## src/design/ibs_pkg.sv

```systemverilog
package ibs_pkg;

    localparam int PATTERN_ENTRIES = 5;
    localparam int ENTRY_BITS      = 9;
    localparam int COUNT_BITS      = 8;
    localparam int INDEX_BITS      = 3;
    localparam int MAX_ENTRIES     = 2 ** INDEX_BITS;
    localparam int PATTERN_WIDTH   = PATTERN_ENTRIES * ENTRY_BITS;
    localparam int KEYS            = 2;
    localparam int CFG_INDEX_BITS  = 1;

    localparam logic [PATTERN_WIDTH-1:0] PATTERN_IMMEDIATE_RESET = 45'd36571324516;
    localparam logic [PATTERN_WIDTH-1:0] PATTERN_DELAYED_RESET   = 45'd36554023012;

    typedef enum logic [CFG_INDEX_BITS-1:0] {
        CFG_PATTERN_IMMEDIATE = 1'b0,
        CFG_PATTERN_DELAYED   = 1'b1
    } cfg_index_t;

    typedef enum logic {
        CMD_KEY_SAMPLE = 1'b0,
        CMD_CARRIER    = 1'b1
    } command_t;

    typedef enum logic {
        SEL_IMMEDIATE = 1'b0,
        SEL_DELAYED   = 1'b1
    } pattern_sel_t;

    typedef struct packed {
        logic                  playing;
        logic                  led_on;
        logic [INDEX_BITS-1:0] point_index;
        logic [COUNT_BITS-1:0] ticks_left;
        logic                  pattern_select;
        logic                  pattern_started;
        logic                  pattern_done;
        logic                  checking;
        logic [KEYS-1:0]       keys_debounced;
    } result_t;

    function automatic logic [ENTRY_BITS-1:0] entry_of(
        input logic [PATTERN_WIDTH-1:0] pattern,
        input logic [INDEX_BITS-1:0]    idx
    );
        logic [MAX_ENTRIES*ENTRY_BITS-1:0] ext;
        ext = {{(MAX_ENTRIES*ENTRY_BITS-PATTERN_WIDTH){1'b0}}, pattern};
        return ext[ENTRY_BITS*idx +: ENTRY_BITS];
    endfunction

endpackage

```

## src/design/ibs_if.sv

```systemverilog
interface ibs_in_if;
    import ibs_pkg::*;
    logic            valid;
    logic            ready;
    logic            command;
    logic [KEYS-1:0] key_pins;
    modport source (output valid, command, key_pins, input ready);
    modport sink (input valid, command, key_pins, output ready);
endinterface

interface ibs_cfg_if;
    import ibs_pkg::*;
    logic                      valid;
    logic                      ready;
    logic [CFG_INDEX_BITS-1:0] index;
    logic [PATTERN_WIDTH-1:0]  data;
    modport source (output valid, index, data, input ready);
    modport sink (input valid, index, data, output ready);
endinterface

interface ibs_out_if;
    import ibs_pkg::*;
    logic                  valid;
    logic                  ready;
    logic                  playing;
    logic                  led_on;
    logic [INDEX_BITS-1:0] point_index;
    logic [COUNT_BITS-1:0] ticks_left;
    logic                  pattern_select;
    logic                  pattern_started;
    logic                  pattern_done;
    logic                  checking;
    logic [KEYS-1:0]       keys_debounced;
    modport source (
        output valid, playing, led_on, point_index, ticks_left, pattern_select,
               pattern_started, pattern_done, checking, keys_debounced,
        input  ready
    );
    modport sink (
        input  valid, playing, led_on, point_index, ticks_left, pattern_select,
               pattern_started, pattern_done, checking, keys_debounced,
        output ready
    );
endinterface

```

## src/design/ir_burst_sequencer_with_debounce.sv

```systemverilog
// A result beat is registered in the output buffer, head or tail, before it is offered.
// Throughput: one item per cycle unless the output buffer is full; all of the
// work for an item is one pass of the debounce and sequencing logic into the state registers.
// A two-beat output buffer lets items keep arriving while one result waits.
// Reset: idle, keys released, counters all ones, both patterns at their defaults.
module ir_burst_sequencer_with_debounce #(
    parameter int CHECK_SAMPLES = 5
) (
    input logic       clk,
    input logic       rst_n,
    ibs_in_if.sink    items,
    ibs_cfg_if.sink   cfg,
    ibs_out_if.source results
);
    import ibs_pkg::*;

    logic    buf_ready;
    logic    push_valid;
    result_t push_data;

    ibs_core #(
        .CHECK_SAMPLES(CHECK_SAMPLES)
    ) u_core (
        .clk        (clk),
        .rst_n      (rst_n),
        .items      (items),
        .cfg        (cfg),
        .buf_ready  (buf_ready),
        .push_valid (push_valid),
        .push_data  (push_data)
    );

    ibs_out_buf u_out_buf (
        .clk        (clk),
        .rst_n      (rst_n),
        .push_valid (push_valid),
        .push_data  (push_data),
        .push_ready (buf_ready),
        .results    (results)
    );

endmodule

```

## src/design/ibs_core.sv

```systemverilog
module ibs_core #(
    parameter int CHECK_SAMPLES = 5
) (
    input  logic             clk,
    input  logic             rst_n,
    ibs_in_if.sink           items,
    ibs_cfg_if.sink          cfg,
    input  logic             buf_ready,
    output logic             push_valid,
    output ibs_pkg::result_t push_data
);
    import ibs_pkg::*;

    localparam int SC_W = $clog2(CHECK_SAMPLES + 1);

    typedef enum logic [1:0] {
        PH_IDLE  = 2'd0,
        PH_CHECK = 2'd1,
        PH_PLAY  = 2'd2
    } phase_t;

    logic [PATTERN_WIDTH-1:0] pat_imm_reg, pat_del_reg;
    logic [KEYS-1:0]          deb_reg, deb_next;
    logic [KEYS-1:0]          cnt_lo_reg, cnt_lo_next;
    logic [KEYS-1:0]          cnt_hi_reg, cnt_hi_next;
    logic [KEYS-1:0]          latch_reg, latch_next;
    logic [KEYS-1:0]          last_pins_reg;
    phase_t                   phase_reg, phase_next;
    logic [SC_W-1:0]          samples_reg, samples_next;
    logic                     which_reg, which_next;
    logic [INDEX_BITS-1:0]    entry_reg, entry_next;
    logic [COUNT_BITS-1:0]    ticks_reg, ticks_next;
    logic                     enable_reg, enable_next;
    logic                     started, done;

    logic                     accept;
    logic [KEYS-1:0]          flip, settled;
    logic [COUNT_BITS-1:0]    ticks_dec;
    logic [INDEX_BITS:0]      step_idx;
    logic [INDEX_BITS:0]      fetch_idx;
    logic [ENTRY_BITS-1:0]    fetched;
    logic                     load;

    assign accept      = items.valid && items.ready;
    assign items.ready = buf_ready;
    assign cfg.ready   = 1'b1;

    assign flip        = (~items.key_pins) ^ deb_reg;
    assign ticks_dec   = (ticks_reg != '0) ? ticks_reg - 1'b1 : ticks_reg;
    assign step_idx    = {1'b0, entry_reg} + 1'b1;

    always_comb
    begin
        deb_next     = deb_reg;
        cnt_lo_next  = cnt_lo_reg;
        cnt_hi_next  = cnt_hi_reg;
        latch_next   = latch_reg;
        phase_next   = phase_reg;
        samples_next = samples_reg;
        which_next   = which_reg;
        entry_next   = entry_reg;
        ticks_next   = ticks_reg;
        enable_next  = enable_reg;
        started      = 1'b0;
        done         = 1'b0;
        load         = 1'b0;
        fetch_idx    = '0;
        settled      = '0;
        case (phase_reg)
            PH_CHECK:
            begin
                if (items.command == CMD_KEY_SAMPLE)
                begin
                    cnt_lo_next  = ~(cnt_lo_reg & flip);
                    cnt_hi_next  = cnt_lo_next ^ (cnt_hi_reg & flip);
                    settled      = flip & cnt_lo_next & cnt_hi_next;
                    deb_next     = deb_reg ^ settled;
                    latch_next   = latch_reg | (deb_next & settled);
                    samples_next = samples_reg + 1'b1;
                    if (samples_next >= SC_W'(CHECK_SAMPLES))
                    begin
                        if (latch_next[0])
                        begin
                            latch_next[0] = 1'b0;
                            which_next    = SEL_IMMEDIATE;
                            load          = 1'b1;
                        end
                        else if (latch_next[1])
                        begin
                            latch_next[1] = 1'b0;
                            which_next    = SEL_DELAYED;
                            load          = 1'b1;
                        end
                        else
                        begin
                            phase_next = PH_IDLE;
                        end
                        if (load)
                        begin
                            phase_next = PH_PLAY;
                            started    = 1'b1;
                        end
                    end
                end
            end
            PH_PLAY:
            begin
                if (items.command == CMD_CARRIER)
                begin
                    ticks_next = ticks_dec;
                    if (ticks_dec == '0)
                    begin
                        load      = 1'b1;
                        fetch_idx = step_idx;
                    end
                end
            end
            default:
            begin
                phase_next = PH_IDLE;
                if (items.key_pins != last_pins_reg)
                begin
                    phase_next   = PH_CHECK;
                    samples_next = '0;
                end
            end
        endcase

        fetched = entry_of((which_next == SEL_DELAYED) ? pat_del_reg : pat_imm_reg,
                           fetch_idx[INDEX_BITS-1:0]);
        if (fetch_idx >= (INDEX_BITS + 1)'(PATTERN_ENTRIES))
            fetched = '0;

        if (load)
        begin
            if (fetched[COUNT_BITS-1:0] == '0)
            begin
                phase_next  = PH_IDLE;
                entry_next  = '0;
                ticks_next  = '0;
                enable_next = 1'b0;
                done        = 1'b1;
            end
            else
            begin
                entry_next  = fetch_idx[INDEX_BITS-1:0];
                ticks_next  = fetched[COUNT_BITS-1:0];
                enable_next = fetched[ENTRY_BITS-1];
            end
        end
    end

    always_comb
    begin
        push_valid                = accept;
        push_data.playing         = (phase_next == PH_PLAY);
        push_data.led_on          = (phase_next == PH_PLAY) ? enable_next : 1'b0;
        push_data.point_index     = (phase_next == PH_PLAY) ? entry_next : '0;
        push_data.ticks_left      = (phase_next == PH_PLAY) ? ticks_next : '0;
        push_data.pattern_select  = which_next;
        push_data.pattern_started = started;
        push_data.pattern_done    = done;
        push_data.checking        = (phase_next == PH_CHECK);
        push_data.keys_debounced  = deb_next;
    end

    always_ff @(posedge clk or negedge rst_n)
    begin
        if (!rst_n)
        begin
            pat_imm_reg   <= PATTERN_IMMEDIATE_RESET;
            pat_del_reg   <= PATTERN_DELAYED_RESET;
            deb_reg       <= '0;
            cnt_lo_reg    <= '1;
            cnt_hi_reg    <= '1;
            latch_reg     <= '0;
            last_pins_reg <= '1;
            phase_reg     <= PH_IDLE;
            samples_reg   <= '0;
            which_reg     <= SEL_IMMEDIATE;
            entry_reg     <= '0;
            ticks_reg     <= '0;
            enable_reg    <= 1'b0;
        end
        else
        begin
            if (cfg.valid)
            begin
                case (cfg.index)
                    CFG_PATTERN_IMMEDIATE: pat_imm_reg <= cfg.data;
                    CFG_PATTERN_DELAYED:   pat_del_reg <= cfg.data;
                    default:               ;
                endcase
            end
            if (accept)
            begin
                deb_reg       <= deb_next;
                cnt_lo_reg    <= cnt_lo_next;
                cnt_hi_reg    <= cnt_hi_next;
                latch_reg     <= latch_next;
                last_pins_reg <= items.key_pins;
                phase_reg     <= phase_next;
                samples_reg   <= samples_next;
                which_reg     <= which_next;
                entry_reg     <= entry_next;
                ticks_reg     <= ticks_next;
                enable_reg    <= enable_next;
            end
        end
    end

    a_play_ticks: assert property (@(posedge clk) disable iff (!rst_n)
        phase_reg == PH_PLAY |-> ticks_reg != '0)
        else $error("playing with an empty entry");

    a_play_index: assert property (@(posedge clk) disable iff (!rst_n)
        phase_reg == PH_PLAY |-> entry_reg < INDEX_BITS'(PATTERN_ENTRIES))
        else $error("entry index beyond table");

    a_check_count: assert property (@(posedge clk) disable iff (!rst_n)
        phase_reg == PH_CHECK |-> samples_reg < SC_W'(CHECK_SAMPLES))
        else $error("check phase outlived its sample count");

    a_done_idle: assert property (@(posedge clk) disable iff (!rst_n)
        accept && done |=> phase_reg == PH_IDLE)
        else $error("pattern ended but phase not idle");

endmodule

```

## src/design/ibs_out_buf.sv

```systemverilog
module ibs_out_buf (
    input  logic             clk,
    input  logic             rst_n,
    input  logic             push_valid,
    input  ibs_pkg::result_t push_data,
    output logic             push_ready,
    ibs_out_if.source        results
);
    import ibs_pkg::*;

    result_t head_reg, head_next;
    result_t tail_reg, tail_next;
    logic    head_valid_reg, head_valid_next;
    logic    tail_valid_reg, tail_valid_next;
    logic    pop, push;

    assign push_ready = !tail_valid_reg;
    assign push       = push_valid && push_ready;
    assign pop        = head_valid_reg && results.ready;

    always_comb
    begin
        head_next       = head_reg;
        tail_next       = tail_reg;
        head_valid_next = head_valid_reg;
        tail_valid_next = tail_valid_reg;
        if (!head_valid_reg || pop)
        begin
            if (tail_valid_reg)
            begin
                head_next       = tail_reg;
                tail_valid_next = 1'b0;
            end
            else
            begin
                head_next       = push_data;
                head_valid_next = push;
            end
        end
        else if (push)
        begin
            tail_next       = push_data;
            tail_valid_next = 1'b1;
        end
    end

    always_ff @(posedge clk or negedge rst_n)
    begin
        if (!rst_n)
        begin
            head_valid_reg <= 1'b0;
            tail_valid_reg <= 1'b0;
        end
        else
        begin
            head_valid_reg <= head_valid_next;
            tail_valid_reg <= tail_valid_next;
        end
    end

    always_ff @(posedge clk)
    begin
        head_reg <= head_next;
        tail_reg <= tail_next;
    end

    assign results.valid           = head_valid_reg;
    assign results.playing         = head_reg.playing;
    assign results.led_on          = head_reg.led_on;
    assign results.point_index     = head_reg.point_index;
    assign results.ticks_left      = head_reg.ticks_left;
    assign results.pattern_select  = head_reg.pattern_select;
    assign results.pattern_started = head_reg.pattern_started;
    assign results.pattern_done    = head_reg.pattern_done;
    assign results.checking        = head_reg.checking;
    assign results.keys_debounced  = head_reg.keys_debounced;

    a_tail_needs_head: assert property (@(posedge clk) disable iff (!rst_n)
        tail_valid_reg |-> head_valid_reg)
        else $error("second beat held without a first");

    a_stall_holds: assert property (@(posedge clk) disable iff (!rst_n)
        head_valid_reg && !results.ready |=> head_valid_reg && $stable(head_reg))
        else $error("waiting beat changed");

    a_no_push_full: assert property (@(posedge clk) disable iff (!rst_n)
        tail_valid_reg && !results.ready |=> tail_valid_reg && $stable(tail_reg))
        else $error("held beat overwritten");

endmodule
```

## src/flat_wrapper.sv

```systemverilog
// flat-port wrapper written by rule: the top's interface ports become plain ports
module ir_burst_sequencer_with_debounce_flat import ibs_pkg::*;
#(
    parameter int CHECK_SAMPLES = 5
)
  (clk, rst_n, items_valid, items_command, items_key_pins, items_ready, cfg_valid, cfg_index, cfg_data, cfg_ready, results_valid, results_playing, results_led_on, results_point_index, results_ticks_left, results_pattern_select, results_pattern_started, results_pattern_done, results_checking, results_keys_debounced, results_ready);
  ibs_in_if items_i ();
  ibs_cfg_if cfg_i ();
  ibs_out_if results_i ();
  input logic clk;
  input logic rst_n;
  input wire logic [$bits(items_i.valid)-1:0] items_valid;
  input wire logic [$bits(items_i.command)-1:0] items_command;
  input wire logic [$bits(items_i.key_pins)-1:0] items_key_pins;
  output wire logic [$bits(items_i.ready)-1:0] items_ready;
  input wire logic [$bits(cfg_i.valid)-1:0] cfg_valid;
  input wire logic [$bits(cfg_i.index)-1:0] cfg_index;
  input wire logic [$bits(cfg_i.data)-1:0] cfg_data;
  output wire logic [$bits(cfg_i.ready)-1:0] cfg_ready;
  output wire logic [$bits(results_i.valid)-1:0] results_valid;
  output wire logic [$bits(results_i.playing)-1:0] results_playing;
  output wire logic [$bits(results_i.led_on)-1:0] results_led_on;
  output wire logic [$bits(results_i.point_index)-1:0] results_point_index;
  output wire logic [$bits(results_i.ticks_left)-1:0] results_ticks_left;
  output wire logic [$bits(results_i.pattern_select)-1:0] results_pattern_select;
  output wire logic [$bits(results_i.pattern_started)-1:0] results_pattern_started;
  output wire logic [$bits(results_i.pattern_done)-1:0] results_pattern_done;
  output wire logic [$bits(results_i.checking)-1:0] results_checking;
  output wire logic [$bits(results_i.keys_debounced)-1:0] results_keys_debounced;
  input wire logic [$bits(results_i.ready)-1:0] results_ready;
  assign items_i.valid = items_valid;
  assign items_i.command = items_command;
  assign items_i.key_pins = items_key_pins;
  assign items_ready = items_i.ready;
  assign cfg_i.valid = cfg_valid;
  assign cfg_i.index = cfg_index;
  assign cfg_i.data = cfg_data;
  assign cfg_ready = cfg_i.ready;
  assign results_valid = results_i.valid;
  assign results_playing = results_i.playing;
  assign results_led_on = results_i.led_on;
  assign results_point_index = results_i.point_index;
  assign results_ticks_left = results_i.ticks_left;
  assign results_pattern_select = results_i.pattern_select;
  assign results_pattern_started = results_i.pattern_started;
  assign results_pattern_done = results_i.pattern_done;
  assign results_checking = results_i.checking;
  assign results_keys_debounced = results_i.keys_debounced;
  assign results_i.ready = results_ready;
  ir_burst_sequencer_with_debounce #(.CHECK_SAMPLES(CHECK_SAMPLES)) u_core (.clk(clk), .rst_n(rst_n), .items(items_i), .cfg(cfg_i), .results(results_i));
endmodule
```

## config.mk

```make
export PLATFORM = sky130hd
export DESIGN_NAME = ir_burst_sequencer_with_debounce_flat
export DESIGN_NICKNAME = d
export VERILOG_FILES = /design/src/design/ibs_pkg.sv /design/src/design/ibs_if.sv /design/src/design/ir_burst_sequencer_with_debounce.sv /design/src/design/ibs_core.sv /design/src/design/ibs_out_buf.sv /design/src/flat_wrapper.sv
export SDC_FILE = /design/constraint.sdc
export NUM_CORES = 1
export LEC_CHECK = 0
export BUFFER_PORTS_ARGS = -buffer_cell sky130_fd_sc_hd__buf_2
export CORE_MARGIN = 2
export CORE_UTILIZATION = 35
export DETAILED_ROUTE_END_ITERATION = 8
export PLACE_DENSITY = 0.52
export RECOVER_POWER = 50
export SETUP_SLACK_MARGIN = 0.1
export SYNTH_ARGS = -nofsm -noshare
export SYNTH_HDL_FRONTEND = slang
export SYNTH_SLANG_ARGS = --single-unit
export TNS_END_PERCENT = 100
```

## constraint.sdc

```tcl
create_clock -name clk -period 4.7 [get_ports clk]
set_input_delay 0.94 -clock clk [delete_from_list [all_inputs] [get_ports clk]]
set_output_delay 0.94 -clock clk [all_outputs]
set_load 0.02 [all_outputs]
```

==> impl_results.md, run 1 <==
- Syn Nets: 799
- Synthesized flop and latch total: 158
- Met1 usage: 24.7%
- Post-synthesis mux area share: 16.9%
- Die ar.: 24200 um2
- Row count: 55
- Met3 usage: 3.22%
- Number of setup buffers added after CTS: 0
- Synth warn: 0
- Post-Place Cells: 1078
- Register area share after synthesis: 52.0%
- CP Capture Type: flip-flop
- DR vias: 5782
- RSZ-0062 raised after global routing: no
- Commonest cells in the netlist: mux2_2, nand2_1, dfrtp_1, nor2_1, o21ai_0
- Hold Path Class: flip-flop to flip-flop
- CTS buffer count: 17
- Fraction of layout cells with a size suffix above 1: 31.6%
- Slew headroom: -101%
- Met2 usage: 26.1%
- IO Pins: 76
- Post-synth EDFFs: 38
- FFs w/ async S/R, synth: 75.9%
- Max FO, Critical Path: 7
- Grt peak-use layer: met2
- Slew @ Worst Pin: 3.01 ns
- RD Place Congestion: 0.863
- Setup TNS: 0 ns
- Initial antenna violation count: 0
- Drc violations: 0
- Vias/cell: 5.21
- Mapped Area: 8040 um2
- Non-filler cells, final: 1110
- CTS max path bufs: 2
- Clock Pin Slew Worst Setup and Hold Paths: 0.07 ns
- H-tree lvl count: 4
- Top_reg_cell synth: dfrtp_1
- Switch share: 34.1%
- Area grow syn2layout: 16.7%
- Grt total ovfl: 0
- Ant. Diodes: 0
- Peak supply drop: 247 uV
- Worst skew pair latency: 0.44 ns
- Remaining antenna violation count: 0
- GRT Util Overall: 17.0%
- Register share of total power: 40.8%
- Status: finished, violations left
- Clock network power share: 30.4%
- First-pass GRT wire length: 32000 um
- Complex-gate fraction of the synthesized area: 10.7%
- Synth Area in Simple Gates: 14.8%
- Final setup fails: 0
- Post-synth top area share: 28.3%
- CP Class: flip-flop to flip-flop
- Total wire length: 19700 um
- Yosys cell types: 67
- Top area cells in the synthesized netlist: dfrtp_1, edfxtp_1, mux2_2
- Nets: 875
- Synth Area in Adders: 1.40%
- Clock root cell: clkbuf_16
- Comb pwr share: 28.8%
- Largest family of logic cells by synthesized area: multiplexers
- Fin crit period: 4.35 ns
- P_leak: 3.83 nW
- Vias in the first global route: 5718
- Startpoint class of the critical path: flip-flop
- Slew Viols, Final: 88
- Mapped Cells: 736
- TritonCTS sink count: 158
- CP required: 4.88 ns
- Fmax: 230 MHz
- Post-DP HPWL: 14200 um
- CTS tree: yes
- Switch Pwr: 1.58 mW
- Failing checks: capacitance limit, slew limit
- Final Skew: 0.0135 ns
- Largest net degree at the start of global routing: 66
- Port Buf Inserts: 74
- Drt first pass iters: 4
- PD cells: 493 nW/um2
- Core Region: 22600 um2
- Final hold violations: 0
- Initial Util: 35.6%
- CP arrival: 4.53 ns
- Synthesized area per cell: 10.9 um2
- Yosys top cell by area: dfrtp_1
- Die width: 156 um
- Tcrit/Tclk final: 92.6%
- Max Cap Viol: 2
- Die height: 156 um
- Initial DRC count: 388
- Internal power: 3.05 mW
- XOR/XNOR share of the synthesized area: 1.09%
- DR WL/cell: 17.7 um
==> timing repair <==
item,in CTS,in global routing
setup endpoints to repair,0,6
gates resized for setup,0,5
hold buffers,0,0
hold endpoints to repair,0,0
==> area by class of cell <==
class | instances | area, um2
Multi-Input combinational cell | 521 | 3640
Clock inverter | 11 | 91.3
Sequential cell | 158 | 4180
Inverter | 16 | 60.1
Tap cell | 285 | 357
Fill cell | 2229 | 13200
Clock buffer | 21 | 514
Timing Repair Buffer | 98 | 546
==> cell families (layout without fill, tap and decap cells) <==
family	Yosys count	after routing
other	1	1
adders and majority gates	9	9
DFF	158	158
AOI/OAI and AO/OA	134	134
xor gates and xnor gates	10	10
buffers and inverters	57	146
muxes	117	117
and+or+nand+nor	250	250
==> cells in the final DEF (no fill, tap or decap), drive strengths merged, types with 3 or more instances in the layout <==
cell	instances
dfstp	29
or4	6
a31oi	7
nor2	55
buf	75
nand3b	4
or3	4
o211ai	7
nor3b	4
inv	19
nand2	99
xor2	6
clkinv	7
nor4	4
nor3	27
nand3	24
nor2b	8
edfxtp	38
a21o	3
mux2	99
o31ai	8
a22o	4
a211oi	8
o21ai	49
ha	9
dfrtp	91
mux2i	13
nand2b	3
o211a	3
a21oi	23
mux4	5
xnor2	4
a2bb2oi	3
clkbuf	44
==> metal layers <==
layer  vias to the layer above  wire length (um)
met2                       115              8810
met4                         0               244
met5                         -                 0
li1                       2806                 -
met1                      2843             10000
met3                        18               642
==> critical path, stage by stage (launching register included) <==
cell,delay [ns]
dfrtp_1,0.42
inv_1,0.13
ha_1,0.22
or3b_1,0.48
or4_4,0.55
a211oi_2,0.35
nand2_1,0.20
or4_4,0.63
nand2_1,0.10
o221ai_1,0.13
and4bb_1,0.41
buf_4,0.18
o31ai_1,0.08
a22o_1,0.22
==> stage by stage <==
stage	hold slack [ns]	util [%]	setup WS [ns]	power [mW]	cell area, um2
after CTS	0.469	41.7	0.309	4.65	9410
final	0.465	41.6	0.347	4.63	9380
after detailed placement	0.458	39.0	0.168	3.23	8810
after global placement	0.456	39.0	0.217	3.23	8810
after floorplan	0.446	-	0.379	2.82	8040
after global routing	0.499	41.6	0.111	4.91	9380
==> path summary, 6_finish.rpt <==
| path | slack, ns | end | cells past startpoint | start |
|---|---|---|---|---|
| setup / recovery | 0.35 | u_core.u_out_buf.results.point_index[2] | 13 | u_core.u_core.ticks_reg[0] |
| hold / removal | 0.46 | u_core.u_core.last_pins_reg[0] | 2 | u_core.u_core.last_pins_reg[0] |
| setup reg to reg | 0.35 | u_core.u_out_buf.results.point_index[2] | 13 | u_core.u_core.ticks_reg[0] |
| hold reg to reg | 0.46 | u_core.u_core.last_pins_reg[0] | 2 | u_core.u_core.last_pins_reg[0] |
| max in group asynchronous | 0.84 | u_core.u_core.entry_reg[0] | 2 | rst_n |
| min in group asynchronous | 1.50 | u_core.u_core.pat_del_reg[24] | 1 | rst_n |
==> power groups by stage <==
stage / logic [mW] / clock network (mW) / registers, mW
finish: 1.33 / 1.41 / 1.89
global route: 1.49 / 1.50 / 1.93
CTS: 1.33 / 1.44 / 1.89
detailed placement: 1.32 / 0 / 1.91
global placement: 1.32 / 0 / 1.91
floorplan: 0.942 / 0 / 1.88
No activity file was read; power rests on OpenSTA's default activity.
==> run 2: changes to the inputs <==
- ABC_AREA: unset -> 1
- SYNTH_HIERARCHICAL: unset -> 1
- TNS_END_PERCENT: 100 -> 5
==> run 2 against run 1 <==
Compared with the run above: the flow still finishes with violations (capacitance limit, slew limit); cell count rose by 30%; area after synthesis grew 4.5%; sequential power decreased by 4%; clock skew up 0.0043 ns; total power rose by 6.2%; non-clock buffer count shrank 10; fmax grew 13%; via count increased by 15%; flip-flop and latch count unchanged; final area grew 1.7%; first-iteration DRC count grew 21%; largest cell class unchanged.
==> impl_results.md, run 2 <==
- DR vias: 6650
- P_leak: 4.78 nW
- CP cell instances: buf_2 -> xor2_1 -> or2_2 -> nor2_1 -> ha_1 -> nor2_1 -> nor2_1 -> nand3_1 -> nand2_2 -> nand2_2 -> buf_12 -> or2_2 -> o21ai_0 -> nand2_1 -> nand3_1 -> nand3_1 -> nand2_1 -> nand2_1 -> nor2_4 -> nand2_1 -> a21oi_1 -> nor2_2 -> nand2_1 -> nand2_1
- Max Cap Viol: 2
- Commonest cells in the netlist: nand2_1, inv_1, o21ai_0, dfrtp_1
- Synthesized area per cell: 7.93 um2
- Final hold violations: 0
- FFs w/ async S/R, synth: 75.9%
- CTS buffer count: 17
- IO Pins: 76
- Switch share: 38.7%
- CP required: 4.88 ns
- Most Frequent Cell on Critical Path: nand2_1
- Ant. Diodes: 0
- Top area cells in the synthesized netlist: dfrtp_1, nand2_1, edfxtp_1
- Port Buf Inserts: 74
- Row count: 56
- Grt peak-use layer: met2
- RD Place Congestion: 0.866
- CTS max path bufs: 2
- Fillers: 2533
- Largest net degree at the start of global routing: 74
- Yosys top cell by area: dfrtp_1
- Total wire length: 19800 um
- Vias in the first global route: 6403
- Fin crit period: 3.84 ns
- Largest family of logic cells by synthesized area: simple AND/OR/NAND/NOR gates
- Slew @ Worst Pin: 2.69 ns
- Final Skew: 0.0178 ns
- Drt first pass iters: 5
- Slew Viols, Final: 145
- Remaining antenna violation count: 0
- Mapped Cells: 1060
- Fraction of layout cells with a size suffix above 1: 16.4%
- RSZ-0062 raised after global routing: no
- Die height: 159 um
- TritonCTS sink count: 158
- Top_reg_cell synth: dfrtp_1
- Post-CTS sizing: 0
- Tcrit/Tclk final: 81.6%
- Syn Nets: 1123
- Register share of total power: 37.1%
- Area grow syn2layout: 13.6%
- Clock root cell: clkbuf_16
- Vias/cell: 4.59
- CP Class: input port to flip-flop
- Synth warn: 6
- XOR/XNOR share of the synthesized area: 0.625%
- CP max stage delay: 0.28 ns
- Initial antenna violation count: 0
- First-pass GRT wire length: 33300 um
- Yosys cell types: 42
- CP Capture Type: flip-flop
- Clock Pin Slew Worst Setup and Hold Paths: 0.06 ns
- Met2 usage: 25.3%
- Initial Util: 35.7%
- H-tree lvl count: 4
- Internal power: 3.01 mW
- Initial DRC count: 468
- Worst skew pair latency: 0.43 ns
- Max FO, Critical Path: 39
- Post-DP HPWL: 13600 um
- Hold_ws: 0.475 ns
- Count leader, synth: nand2_1
- Number of setup buffers added after CTS: 0
- Leading cell type in the layout, fill and taps excluded: nand2_1
- Setup TNS: 0 ns
- DR WL/cell: 13.7 um
- Drc violations: 0
- Die width: 159 um
- Post-synthesis mux area share: 0.238%
- Register area share after synthesis: 49.8%
- Fmax: 261 MHz
- Grt total ovfl: 0
- Clock network power share: 27.3%
- Status: finished, violations left
- Hold Path Class: flip-flop to flip-flop
- Comb pwr share: 35.6%
- Slowest cell on the critical path: or2_2
- Post-synth EDFFs: 38
- Core Region: 23500 um2
- Most frequent cells in the layout: nand2_1, inv_1, o21ai_0
- Synthesized flop and latch total: 158
- Buf/Inv on CP: 2
- CTS tree: yes
- Switch Pwr: 1.90 mW
- Mapped Area: 8400 um2
- Met3 usage: 2.89%
- Slew headroom: -79.4%
- Nets: 1179
- Synth Area in Simple Gates: 28.1%
- Failing checks: capacitance limit, slew limit
- Die ar.: 25300 um2
- Complex-gate fraction of the synthesized area: 9.87%
- GRT Util Overall: 16.2%
- Peak supply drop: 212 uV
- PD cells: 515 nW/um2
- Top delay family on crit path: simple AND/OR/NAND/NOR gates
- Post-synth top area share: 27.1%
- CP arrival: 4.02 ns
- Synth Area in Adders: 1.34%
- Cts-stage hold buffer count: 0
- Final setup fails: 0
- Startpoint class of the critical path: input port
- Met1 usage: 23.6%
run 2: cell types whose count changed in the layout (fill, tap and decap cells not counted), sizes merged, moves of 7 or more:
| cell | change |
|---|---|
| a211oi | -8 |
| a21oi | -20 |
| clkbuf | -7 |
| inv | +132 |
| mux2 | -99 |
| mux2i | -11 |
| nand2 | +264 |
| nand3 | +27 |
| nand3b | +11 |
| nand4 | +18 |
| nor2b | -8 |
| nor3 | -25 |
| o21ai | +93 |
| or2 | +12 |
run 2: cells by family (layout without fill, tap and decap cells):
group	count (synthesis)	after routing
flip-flops	158	158
AO/OA/AOI/OAI	159	159
other	1	1
multiplexers	2	2
XOR/XNOR	6	6
buffers and inverters	199	268
adder cells (fa/ha/maj)	9	9
AND/OR/NAND/NOR	526	526
run 2: power groups by stage:
stage | Combinational [mW] | Clock (mW) | Sequential, mW
floorplan | 1.28 | 0 | 1.86
global placement | 1.76 | 0 | 1.84
finish | 1.75 | 1.34 | 1.82
detailed placement | 1.77 | 0 | 1.84
CTS | 1.78 | 1.37 | 1.82
global route | 2.00 | 1.43 | 1.86
run 2: path summary, 6_finish.rpt:
path / start / slack, ns / endpoint / depth (start not counted)
max reg2reg: u_core/u_core/ticks_reg[0] / 0.94 / u_core/u_out_buf/results.point_index[0] / 21
min: u_core/u_core/last_pins_reg[0] / 0.48 / u_core/u_core/last_pins_reg[0] / 2
min in group asynchronous: rst_n / 1.02 / u_core/u_out_buf/results.valid / 1
max: items_key_pins[1] / 0.86 / u_core/u_out_buf/results.point_index[0] / 24
max in group asynchronous: rst_n / 1.50 / u_core/u_core/pat_del_reg[7] / 2
min reg2reg: u_core/u_core/last_pins_reg[0] / 0.48 / u_core/u_core/last_pins_reg[0] / 2
run 2: cell type report:
cell class / instances / area (um2) / area share (%)
Tap cell: 319 / 399 / 4.18
Timing Repair Buffer: 88 / 459 / 4.81
Multi-Input combinational cell: 703 / 3380 / 35.5
Clock inverter: 13 / 114 / 1.19
Clock buffer: 19 / 454 / 4.76
Inverter: 148 / 556 / 5.82
Sequential cell: 158 / 4180 / 43.8
run 2: routing by layer:
metal | vias to the layer above | share of wire, %
li1 | 3458 | -
met1 | 3077 | 51
met2 | 102 | 45
met3 | 13 | 2.9
met4 | 0 | 0.87
met5 | - | 0
run 2: stage by stage:
stage	setup WS [ns]	area [um2]	utilization (%)	power, mW	std cells
after floorplan	0.981	8400	-	3.14	1060
after global placement	0.414	9010	38.3	3.61	1416
after detailed placement	0.411	9010	38.3	3.62	1416
after CTS	0.818	9580	40.7	4.97	1448
after global routing	0.462	9550	40.6	5.29	1448
final	0.864	9550	40.6	4.91	1448
run 2: worst register-to-register path, delay by kind of cell (launching register included):
family | cells | cell delay (ns)
flip-flops | 1 | 0.41
adder cells (fa/ha/maj) | 1 | 0.30
buffers and inverters | 2 | 0.41
AO/OA/AOI/OAI | 1 | 0.24
AND/OR/NAND/NOR | 17 | 2.16
